## config.mk

```make
export PLATFORM = sky130hd
export DESIGN_NAME = rtp_path_jitter_spike_tracker_core
export DESIGN_NICKNAME = d
export VERILOG_FILES = /design/src/rtl/core/rpjst_pkg.sv /design/src/rtl/core/rtp_path_jitter_spike_tracker_core.sv
export SDC_FILE = /design/constraint.sdc
export NUM_CORES = 2
export LEC_CHECK = 0
export BUFFER_PORTS_ARGS = -buffer_cell sky130_fd_sc_hd__buf_4
export CORE_MARGIN = 1
export CORE_UTILIZATION = 62
export DETAILED_ROUTE_END_ITERATION = 10
export PLACE_DENSITY_LB_ADDON = 0.25
export SLEW_MARGIN = 20
export SYNTH_ARGS = -nofsm -noshare
export SYNTH_HDL_FRONTEND = slang
export SYNTH_SLANG_ARGS = --single-unit
```

## constraint.sdc

```tcl
create_clock -name clock -period 17.08 [get_ports clock]
set_input_delay 1.708 -clock clock [delete_from_list [all_inputs] [get_ports clock]]
set_output_delay 1.708 -clock clock [all_outputs]
set_load 0.02 [all_outputs]
```

## src/rtl/core/rpjst_pkg.sv

```systemverilog
// shared types, widths and constants for the rtp path jitter and spike tracker
// no dependencies
`default_nettype none

package rpjst_pkg;

   localparam int SEQ_W     = 16;
   localparam int TS_W      = 32;
   localparam int DELAY_W   = 40;
   localparam int LEN_W     = 16;
   localparam int TOTAL_W   = 32;
   localparam int JIT_W     = 32;
   localparam int WRAP_W    = 16;
   localparam int SLOPE_W   = 42;
   localparam int CSR_IDX_W = 2;

   localparam int JITTER_SHIFT = 4;
   localparam int SLOPE_SHIFT  = 3;

   localparam logic [SEQ_W-1:0]   SEQ_WRAP_HIGH = 16'd65472;
   localparam logic [SEQ_W-1:0]   SEQ_WRAP_LOW  = 16'd128;
   localparam logic [DELAY_W-1:0] SPIKE_DELAY_THR_RESET = 40'd375000000;
   localparam logic [DELAY_W-1:0] SPIKE_SLOPE_THR_RESET = 40'd20000000;

   typedef enum logic [CSR_IDX_W-1:0] {
      CSR_SPIKE_DELAY_THR = 2'd0,
      CSR_SPIKE_SLOPE_THR = 2'd1
   } csr_index_type;

   typedef enum logic {
      OP_PACKET       = 1'b0,
      OP_DELAY_SAMPLE = 1'b1
   } op_type;

   typedef struct packed {
      logic               op;
      logic [SEQ_W-1:0]   seq_num;
      logic [TS_W-1:0]    rtp_time;
      logic [DELAY_W-1:0] delay_ns;
      logic [LEN_W-1:0]   payload_len;
   } req_item_type;

   function automatic logic [DELAY_W-1:0] abs_diff(input logic [DELAY_W-1:0] a,
                                                   input logic [DELAY_W-1:0] b);
      abs_diff = (a >= b) ? (a - b) : (b - a);
   endfunction

endpackage

`default_nettype wire

```

## src/rtl/core/rtp_path_jitter_spike_tracker_core.sv

```systemverilog
// top level of the rtp path jitter and delay spike tracker
// depends on rpjst_pkg
`default_nettype none

// One item per clock while the result side is ready. An accepted item is held
// in the input register; the single update stage then writes the path state,
// and those registers are the result. A stalled result holds while one further
// item waits in the input register.
// Each result reports the state after its item. A packet with zero delay is
// reported with accepted low and changes nothing; a bare delay sample only
// drives the spike detector. Threshold registers take writes every cycle and
// are meant to be changed while no item is in flight.
module rtp_path_jitter_spike_tracker_core (
   input  wire logic                              clock,
   input  wire logic                              reset,

   input  wire logic                              req_valid,
   output logic                                   req_ready,
   input  wire logic                              req_op,
   input  wire logic [rpjst_pkg::SEQ_W-1:0]       req_seq_num,
   input  wire logic [rpjst_pkg::TS_W-1:0]        req_rtp_time,
   input  wire logic [rpjst_pkg::DELAY_W-1:0]     req_delay_ns,
   input  wire logic [rpjst_pkg::LEN_W-1:0]       req_payload_len,

   output logic                                   rsp_valid,
   input  wire logic                              rsp_ready,
   output logic                                   rsp_accepted,
   output logic [rpjst_pkg::SEQ_W-1:0]            rsp_highest_seq_out,
   output logic [rpjst_pkg::WRAP_W-1:0]           rsp_cycle_count_out,
   output logic [rpjst_pkg::JIT_W-1:0]            rsp_jitter_out,
   output logic [rpjst_pkg::TOTAL_W-1:0]          rsp_packets_out,
   output logic [rpjst_pkg::TOTAL_W-1:0]          rsp_bytes_out,
   output logic                                   rsp_spike_flag,
   output logic [rpjst_pkg::TS_W-1:0]             rsp_newest_rtp_time,

   input  wire logic                              csr_valid,
   output logic                                   csr_ready,
   input  wire logic [rpjst_pkg::CSR_IDX_W-1:0]   csr_index,
   input  wire logic [rpjst_pkg::DELAY_W-1:0]     csr_wdata
);
   import rpjst_pkg::*;

   logic                 s1_valid_ff;
   req_item_type         s1_item_ff;
   logic                 advance;

   logic                 rsp_valid_ff;
   logic                 accepted_ff;
   logic                 accepted_in;

   logic [DELAY_W-1:0]   delay_thr_ff;
   logic [DELAY_W-1:0]   slope_thr_ff;

   logic                 started_ff,    started_in;
   logic [SEQ_W-1:0]     last_seq_ff,   last_seq_in;
   logic [WRAP_W-1:0]    wrap_ff,       wrap_in;
   logic [JIT_W-1:0]     jitter_ff,     jitter_in;
   logic [DELAY_W-1:0]   prev_delay_ff, prev_delay_in;
   logic [TOTAL_W-1:0]   packets_ff,    packets_in;
   logic [TOTAL_W-1:0]   bytes_ff,      bytes_in;
   logic [TS_W-1:0]      stamp_ff,      stamp_in;
   logic                 spike_ff,      spike_in;
   logic [SLOPE_W-1:0]   slope_ff,      slope_in;
   logic [DELAY_W-1:0]   hist1_ff,      hist1_in;
   logic [DELAY_W-1:0]   hist2_ff,      hist2_in;

   logic                 delay_zero;
   logic                 feed;
   logic                 pkt_update;
   logic                 pkt_first;
   logic [DELAY_W-1:0]   jump;
   logic [DELAY_W-1:0]   jump2;
   logic [DELAY_W:0]     jump_sum;
   logic [SLOPE_W-1:0]   slope_calc;
   logic [DELAY_W-1:0]   skew;
   logic [DELAY_W-1:0]   jit_ext;
   logic [DELAY_W-1:0]   jit_calc;
   logic [TS_W-1:0]      stamp_dist;

   assign advance   = s1_valid_ff && (!rsp_valid_ff || rsp_ready);
   assign req_ready = !s1_valid_ff || advance;
   assign csr_ready = 1'b1;

   // detector arithmetic
   assign jump       = abs_diff(s1_item_ff.delay_ns, hist1_ff);
   assign jump2      = abs_diff(s1_item_ff.delay_ns, hist2_ff);
   assign jump_sum   = {1'b0, jump} + {1'b0, jump2};
   assign slope_calc = {1'b0, slope_ff[SLOPE_W-1:1]}
                     + SLOPE_W'(jump_sum >> SLOPE_SHIFT);

   // jitter arithmetic
   assign skew     = abs_diff(prev_delay_ff, s1_item_ff.delay_ns);
   assign jit_ext  = DELAY_W'(jitter_ff);
   assign jit_calc = (skew >= jit_ext) ? (jit_ext + ((skew - jit_ext) >> JITTER_SHIFT))
                                       : (jit_ext - ((jit_ext - skew) >> JITTER_SHIFT));

   assign stamp_dist = s1_item_ff.rtp_time - stamp_ff;

   assign delay_zero = (s1_item_ff.delay_ns == '0);
   assign feed       = (s1_item_ff.op == OP_DELAY_SAMPLE) || !delay_zero;
   assign pkt_first  = (s1_item_ff.op == OP_PACKET) && !delay_zero && !started_ff;
   assign pkt_update = (s1_item_ff.op == OP_PACKET) && !delay_zero && started_ff;

   always_comb begin
      accepted_in   = feed;
      started_in    = started_ff;
      last_seq_in   = last_seq_ff;
      wrap_in       = wrap_ff;
      jitter_in     = jitter_ff;
      prev_delay_in = prev_delay_ff;
      packets_in    = packets_ff;
      bytes_in      = bytes_ff;
      stamp_in      = stamp_ff;
      spike_in      = spike_ff;
      slope_in      = slope_ff;
      hist1_in      = hist1_ff;
      hist2_in      = hist2_ff;

      if (feed) begin
         if (jump > delay_thr_ff) begin
            spike_in = 1'b1;
            slope_in = '0;
         end else if (spike_ff) begin
            slope_in = slope_calc;
            spike_in = !(slope_calc < SLOPE_W'(slope_thr_ff));
         end
         hist2_in = hist1_ff;
         hist1_in = s1_item_ff.delay_ns;
      end

      if (pkt_first) begin
         started_in    = 1'b1;
         last_seq_in   = s1_item_ff.seq_num;
         packets_in    = TOTAL_W'(1);
         bytes_in      = TOTAL_W'(s1_item_ff.payload_len);
         stamp_in      = s1_item_ff.rtp_time;
         prev_delay_in = s1_item_ff.delay_ns;
      end

      if (pkt_update) begin
         jitter_in     = jit_calc[JIT_W-1:0];
         prev_delay_in = s1_item_ff.delay_ns;
         packets_in    = packets_ff + TOTAL_W'(1);
         bytes_in      = bytes_ff + TOTAL_W'(s1_item_ff.payload_len);
         if ((stamp_dist != '0) && !stamp_dist[TS_W-1]) begin
            stamp_in = s1_item_ff.rtp_time;
         end
         if ((last_seq_ff > SEQ_WRAP_HIGH) && (s1_item_ff.seq_num < SEQ_WRAP_LOW)) begin
            wrap_in = wrap_ff + WRAP_W'(1);
         end
         last_seq_in = s1_item_ff.seq_num;
      end
   end

   // input register
   always_ff @(posedge clock) begin
      if (reset) begin
         s1_valid_ff <= 1'b0;
      end else if (req_ready) begin
         s1_valid_ff <= req_valid;
      end
      if (req_valid && req_ready) begin
         s1_item_ff.op          <= req_op;
         s1_item_ff.seq_num     <= req_seq_num;
         s1_item_ff.rtp_time    <= req_rtp_time;
         s1_item_ff.delay_ns    <= req_delay_ns;
         s1_item_ff.payload_len <= req_payload_len;
      end
   end

   // path state, which is also the result
   always_ff @(posedge clock) begin
      if (reset) begin
         rsp_valid_ff  <= 1'b0;
         accepted_ff   <= 1'b0;
         started_ff    <= 1'b0;
         last_seq_ff   <= '0;
         wrap_ff       <= '0;
         jitter_ff     <= '0;
         prev_delay_ff <= '0;
         packets_ff    <= '0;
         bytes_ff      <= '0;
         stamp_ff      <= '0;
         spike_ff      <= 1'b0;
         slope_ff      <= '0;
         hist1_ff      <= '0;
         hist2_ff      <= '0;
      end else begin
         if (advance) begin
            rsp_valid_ff <= 1'b1;
         end else if (rsp_ready) begin
            rsp_valid_ff <= 1'b0;
         end
         if (advance) begin
            accepted_ff   <= accepted_in;
            started_ff    <= started_in;
            last_seq_ff   <= last_seq_in;
            wrap_ff       <= wrap_in;
            jitter_ff     <= jitter_in;
            prev_delay_ff <= prev_delay_in;
            packets_ff    <= packets_in;
            bytes_ff      <= bytes_in;
            stamp_ff      <= stamp_in;
            spike_ff      <= spike_in;
            slope_ff      <= slope_in;
            hist1_ff      <= hist1_in;
            hist2_ff      <= hist2_in;
         end
      end
   end

   // threshold registers
   always_ff @(posedge clock) begin
      if (reset) begin
         delay_thr_ff <= SPIKE_DELAY_THR_RESET;
         slope_thr_ff <= SPIKE_SLOPE_THR_RESET;
      end else if (csr_valid && csr_ready) begin
         case (csr_index)
            CSR_SPIKE_DELAY_THR: begin
               delay_thr_ff <= csr_wdata;
            end
            CSR_SPIKE_SLOPE_THR: begin
               slope_thr_ff <= csr_wdata;
            end
            default: begin
            end
         endcase
      end
   end

   assign rsp_valid           = rsp_valid_ff;
   assign rsp_accepted        = accepted_ff;
   assign rsp_highest_seq_out = last_seq_ff;
   assign rsp_cycle_count_out = wrap_ff;
   assign rsp_jitter_out      = jitter_ff;
   assign rsp_packets_out     = packets_ff;
   assign rsp_bytes_out       = bytes_ff;
   assign rsp_spike_flag      = spike_ff;
   assign rsp_newest_rtp_time = stamp_ff;

endmodule

`default_nettype wire

```

==> run_results.csv <==
group,metric,value,unit
run_status,status,"finished, final reports clean",
sta,finalHoldViolCount,0,
global_route,grt_max_degree,158,
critical_path,critPathBufInv,3,
route,drt_first_pass_iters,8,
global_route,grt_overflow,0,
global_route,use_met3,9.82,%
synth,synth_area,0.0449,mm^2
global_route,grtUsageTotal,37.9,%
synth,async_flop_share,0,%
synth,synth-seq-cells,511,
sta,period_minus_slack,12260,ps
sta,setup_viol,0,
finish,fill_cells,6034,
cts,cts_max_level,2,
floorplanning,core,0.0716,mm^2
synth,yosys_warnings,0,
route,viasPerCell,6.28,
finish,drive_above_1_share,9.12,%
floorplanning,initial_core_util,62.7,%
sta,tightest_slew,1080,ps
sta,fmax,0.0816,GHz
critical_path,critical_path.endpoint_type,"flop",
cts,cts_root_buf,"clkbuf_16",
finish,final_common_cell,"a21oi_1",
cts,clockBufferDepth,3,
power_and_ir_drop,share_comb_of_total_power,45.4,%
sta,period_share,71.8,%
global_route,use_met1,50.3,%
critical_path,critPathRequiredTime,17620,ps
synth,yosys-top-cells-area,"dfxtp_1 (18%), ha_1 (15%), a21oi_1 (8.8%)",
synth,synth.distinct_cells,107,
place,portBuffers,315,
route,routed_wl,146000,um
synth,syn_area_per_cell,7.63,um^2
floorplanning,die_width,271,um
power_and_ir_drop,p_switching,0.00185,W
synth,synth_edf_count,105,
finish,multi_input_area,0.0309,mm^2
power_and_ir_drop,power.share.clock,26.0,%
critical_path,crit_start,"s1_item_ff[17]",
cts,cts_tree,"done",
route,num_vias,44000,
place,pre_cts_ws,5260,ps
finish,area_delta_synth_final,10.0,%
power_and_ir_drop,peakVddDrop,0.133,mV
finish,mostFrequentLayoutCells,"a21oi_1 (787), nand2_1 (762), ha_1 (540), inv_1 (463), nor2_1 (409)",
floorplanning,die_height,271,um
finish,regArea,0.0113,mm^2
worst_hold_path,min_from,"slope_thr_ff[17]",
sta,slew_headroom,27.5,%
power_and_ir_drop,netSwitchingFraction,40.3,%
global_route,grt_pass1_wl,224000,um
global_route,antenna_found_initial,2,
synth,yosys.area.top_type_share,18.1,%
cts,clock_sinks,511,
route,drt-initial-drc-count,4528,
cts,clk_latency,660,ps
cts,cts_resized,0,
sta,slew_violations,0,
worst_hold_path,hp-class,"flop to flop",
global_route,use_met2,60.0,%
route,antenna_left,0,
floorplanning,die_area,0.0736,mm^2
critical_path,worstPathArrival,12800,ps
synth,synthFlopType,"dfxtp_1",
synth,ys_seq_area_share,25.1,%
global_route,grt_pass1_vias,40800,
cts,clk_transition_reported_paths,80,ps
critical_path,cp_slowest_stage_delay,760,ps
sta,fin_skew,43.4,ps
finish,final_nets,6717,
sta,rsz0062_at_grt,"no",
place,dpl.hpwl,115000,um
power_and_ir_drop,p_seq_share,28.6,%
route,drc_errors,0,
global_route,grt_busiest_layer,"met2",
critical_path,crit_path_top_delay_cell,"or4_1",
floorplanning,ios,317,
synth,syn_inst,5888,
synth,synth.largest_area_cell,"dfxtp_1",
cts,ctsHoldBuffers,0,
critical_path,critPathMaxFanout,17,
place,gp_congestion,1.03,
critical_path,path_delay_family,"compound AO/OA/AOI/OAI gates",
sta,setup_slack,4820,ps
critical_path,worstSetupPathType,"flop to flop",
critical_path,worstReg2RegStart,"s1_item_ff[17]",
critical_path,startpoint_type,"flop",
power_and_ir_drop,p_int,0.00274,W
sta,tns,0,ps
route,drt-wirelength-per-cell,20.8,um
cts,cts_buffers,56,
synth,synth_nets,6590,
critical_path,rrSetupSlack,4820,ps
job,drv_cap,0,
power_and_ir_drop,powerDensity,92.9,mW/mm^2
floorplanning,rows,98,
power_and_ir_drop,p_leak,20.8,nW
cts,post-cts-setup-buffers,0,
[metrics by stage]
stage / total power (W) / instances / cell area (um^2) / util (%) / hold slack, ps
detailed placement: 0.00336 / 6907 / 47600 / 66.5 / 447
CTS: 0.00456 / 7012 / 49400 / 69.0 / 455
floorplan: 0.00285 / 5888 / 44900 / - / 436
global placement: 0.00331 / 6907 / 47600 / 66.5 / 443
global route: 0.00486 / 7013 / 49400 / 69.0 / 470
finish: 0.00459 / 7013 / 49400 / 69.0 / 453
[power by group through the flow]
stage	registers, W	clock network, W	logic [W]
after floorplan	0.00134	0	0.00151
after CTS	0.00131	0.00121	0.00204
after detailed placement	0.00134	0	0.00202
after global placement	0.00134	0	0.00197
after global routing	0.00132	0.00125	0.00229
final	0.00131	0.00119	0.00209
[Yosys cell counts (40+ instances only)]
library cell / n
edfxtp_1: 105
buf_2: 49
nor2b_1: 51
a21oi_1: 789
a211oi_1: 52
a31oi_1: 42
dfxtp_1: 406
o21a_1: 58
o211ai_1: 40
nor2_1: 411
mux2i_1: 58
nand2_1: 762
nand2b_1: 47
ha_1: 540
a21o_1: 190
o21bai_1: 85
nand3_1: 83
inv_1: 463
o31ai_1: 49
nand4_1: 88
xnor2_1: 200
nor3_1: 72
clkbuf_1: 209
o21ai_0: 320
xor2_1: 144
[path summary, 6_finish.rpt]
path              cells past startpoint                 end
setup / recovery                     37  rsp_jitter_out[31]
setup reg to reg                     37  rsp_jitter_out[31]
hold / removal                        2    slope_thr_ff[17]
hold reg to reg                       2    slope_thr_ff[17]
[cell type report]
type | instances | area share [%]
multi-input cells | 4640 | 62.4
inverters | 464 | 3.52
clock buffers | 80 | 3.20
well taps | 950 | 2.40
diodes | 1 | 0.00506
flip-flops and latches | 511 | 22.8
clock inverters | 25 | 0.387
repair buffers | 342 | 5.21
[per-layer routing]
metal,wire length (um),vias up,share of wire [%]
met5,0,-,0
met4,4870,0,3.3
met3,14400,259,9.9
met2,64100,1878,44
met1,62400,20800,43
li1,-,21100,-
[tightest hold or removal path, stage by stage, from the launching register on]
cell     delay [ps]
dfxtp_1         310
nand2_1          50
a21oi_1          50
[cells by family after synthesis]
logic type / synth area share [%]
muxes: 1.74
buffers and inverters: 6.37
xor gates and xnor gates: 6.74
AOI/OAI and AO/OA: 26.5
adders and majority gates: 15.5
DFF: 25.1
and+or+nand+nor: 18.1
other: 0.00835
[registers in the layout, indices dropped and copies added, names as in the netlist, 16 cells and up]
signal / cells
hist2_ff: 40
s1_item_ff: 105
rsp_packets_out: 32
delay_thr_ff: 40
hist1_ff: 40
rsp_highest_seq_out: 16
rsp_bytes_out: 32
rsp_jitter_out: 32
prev_delay_ff: 40
slope_ff: 41
slope_thr_ff: 40
rsp_newest_rtp_time: 32
rsp_cycle_count_out: 16
No activity file was read; power rests on OpenSTA's default activity.
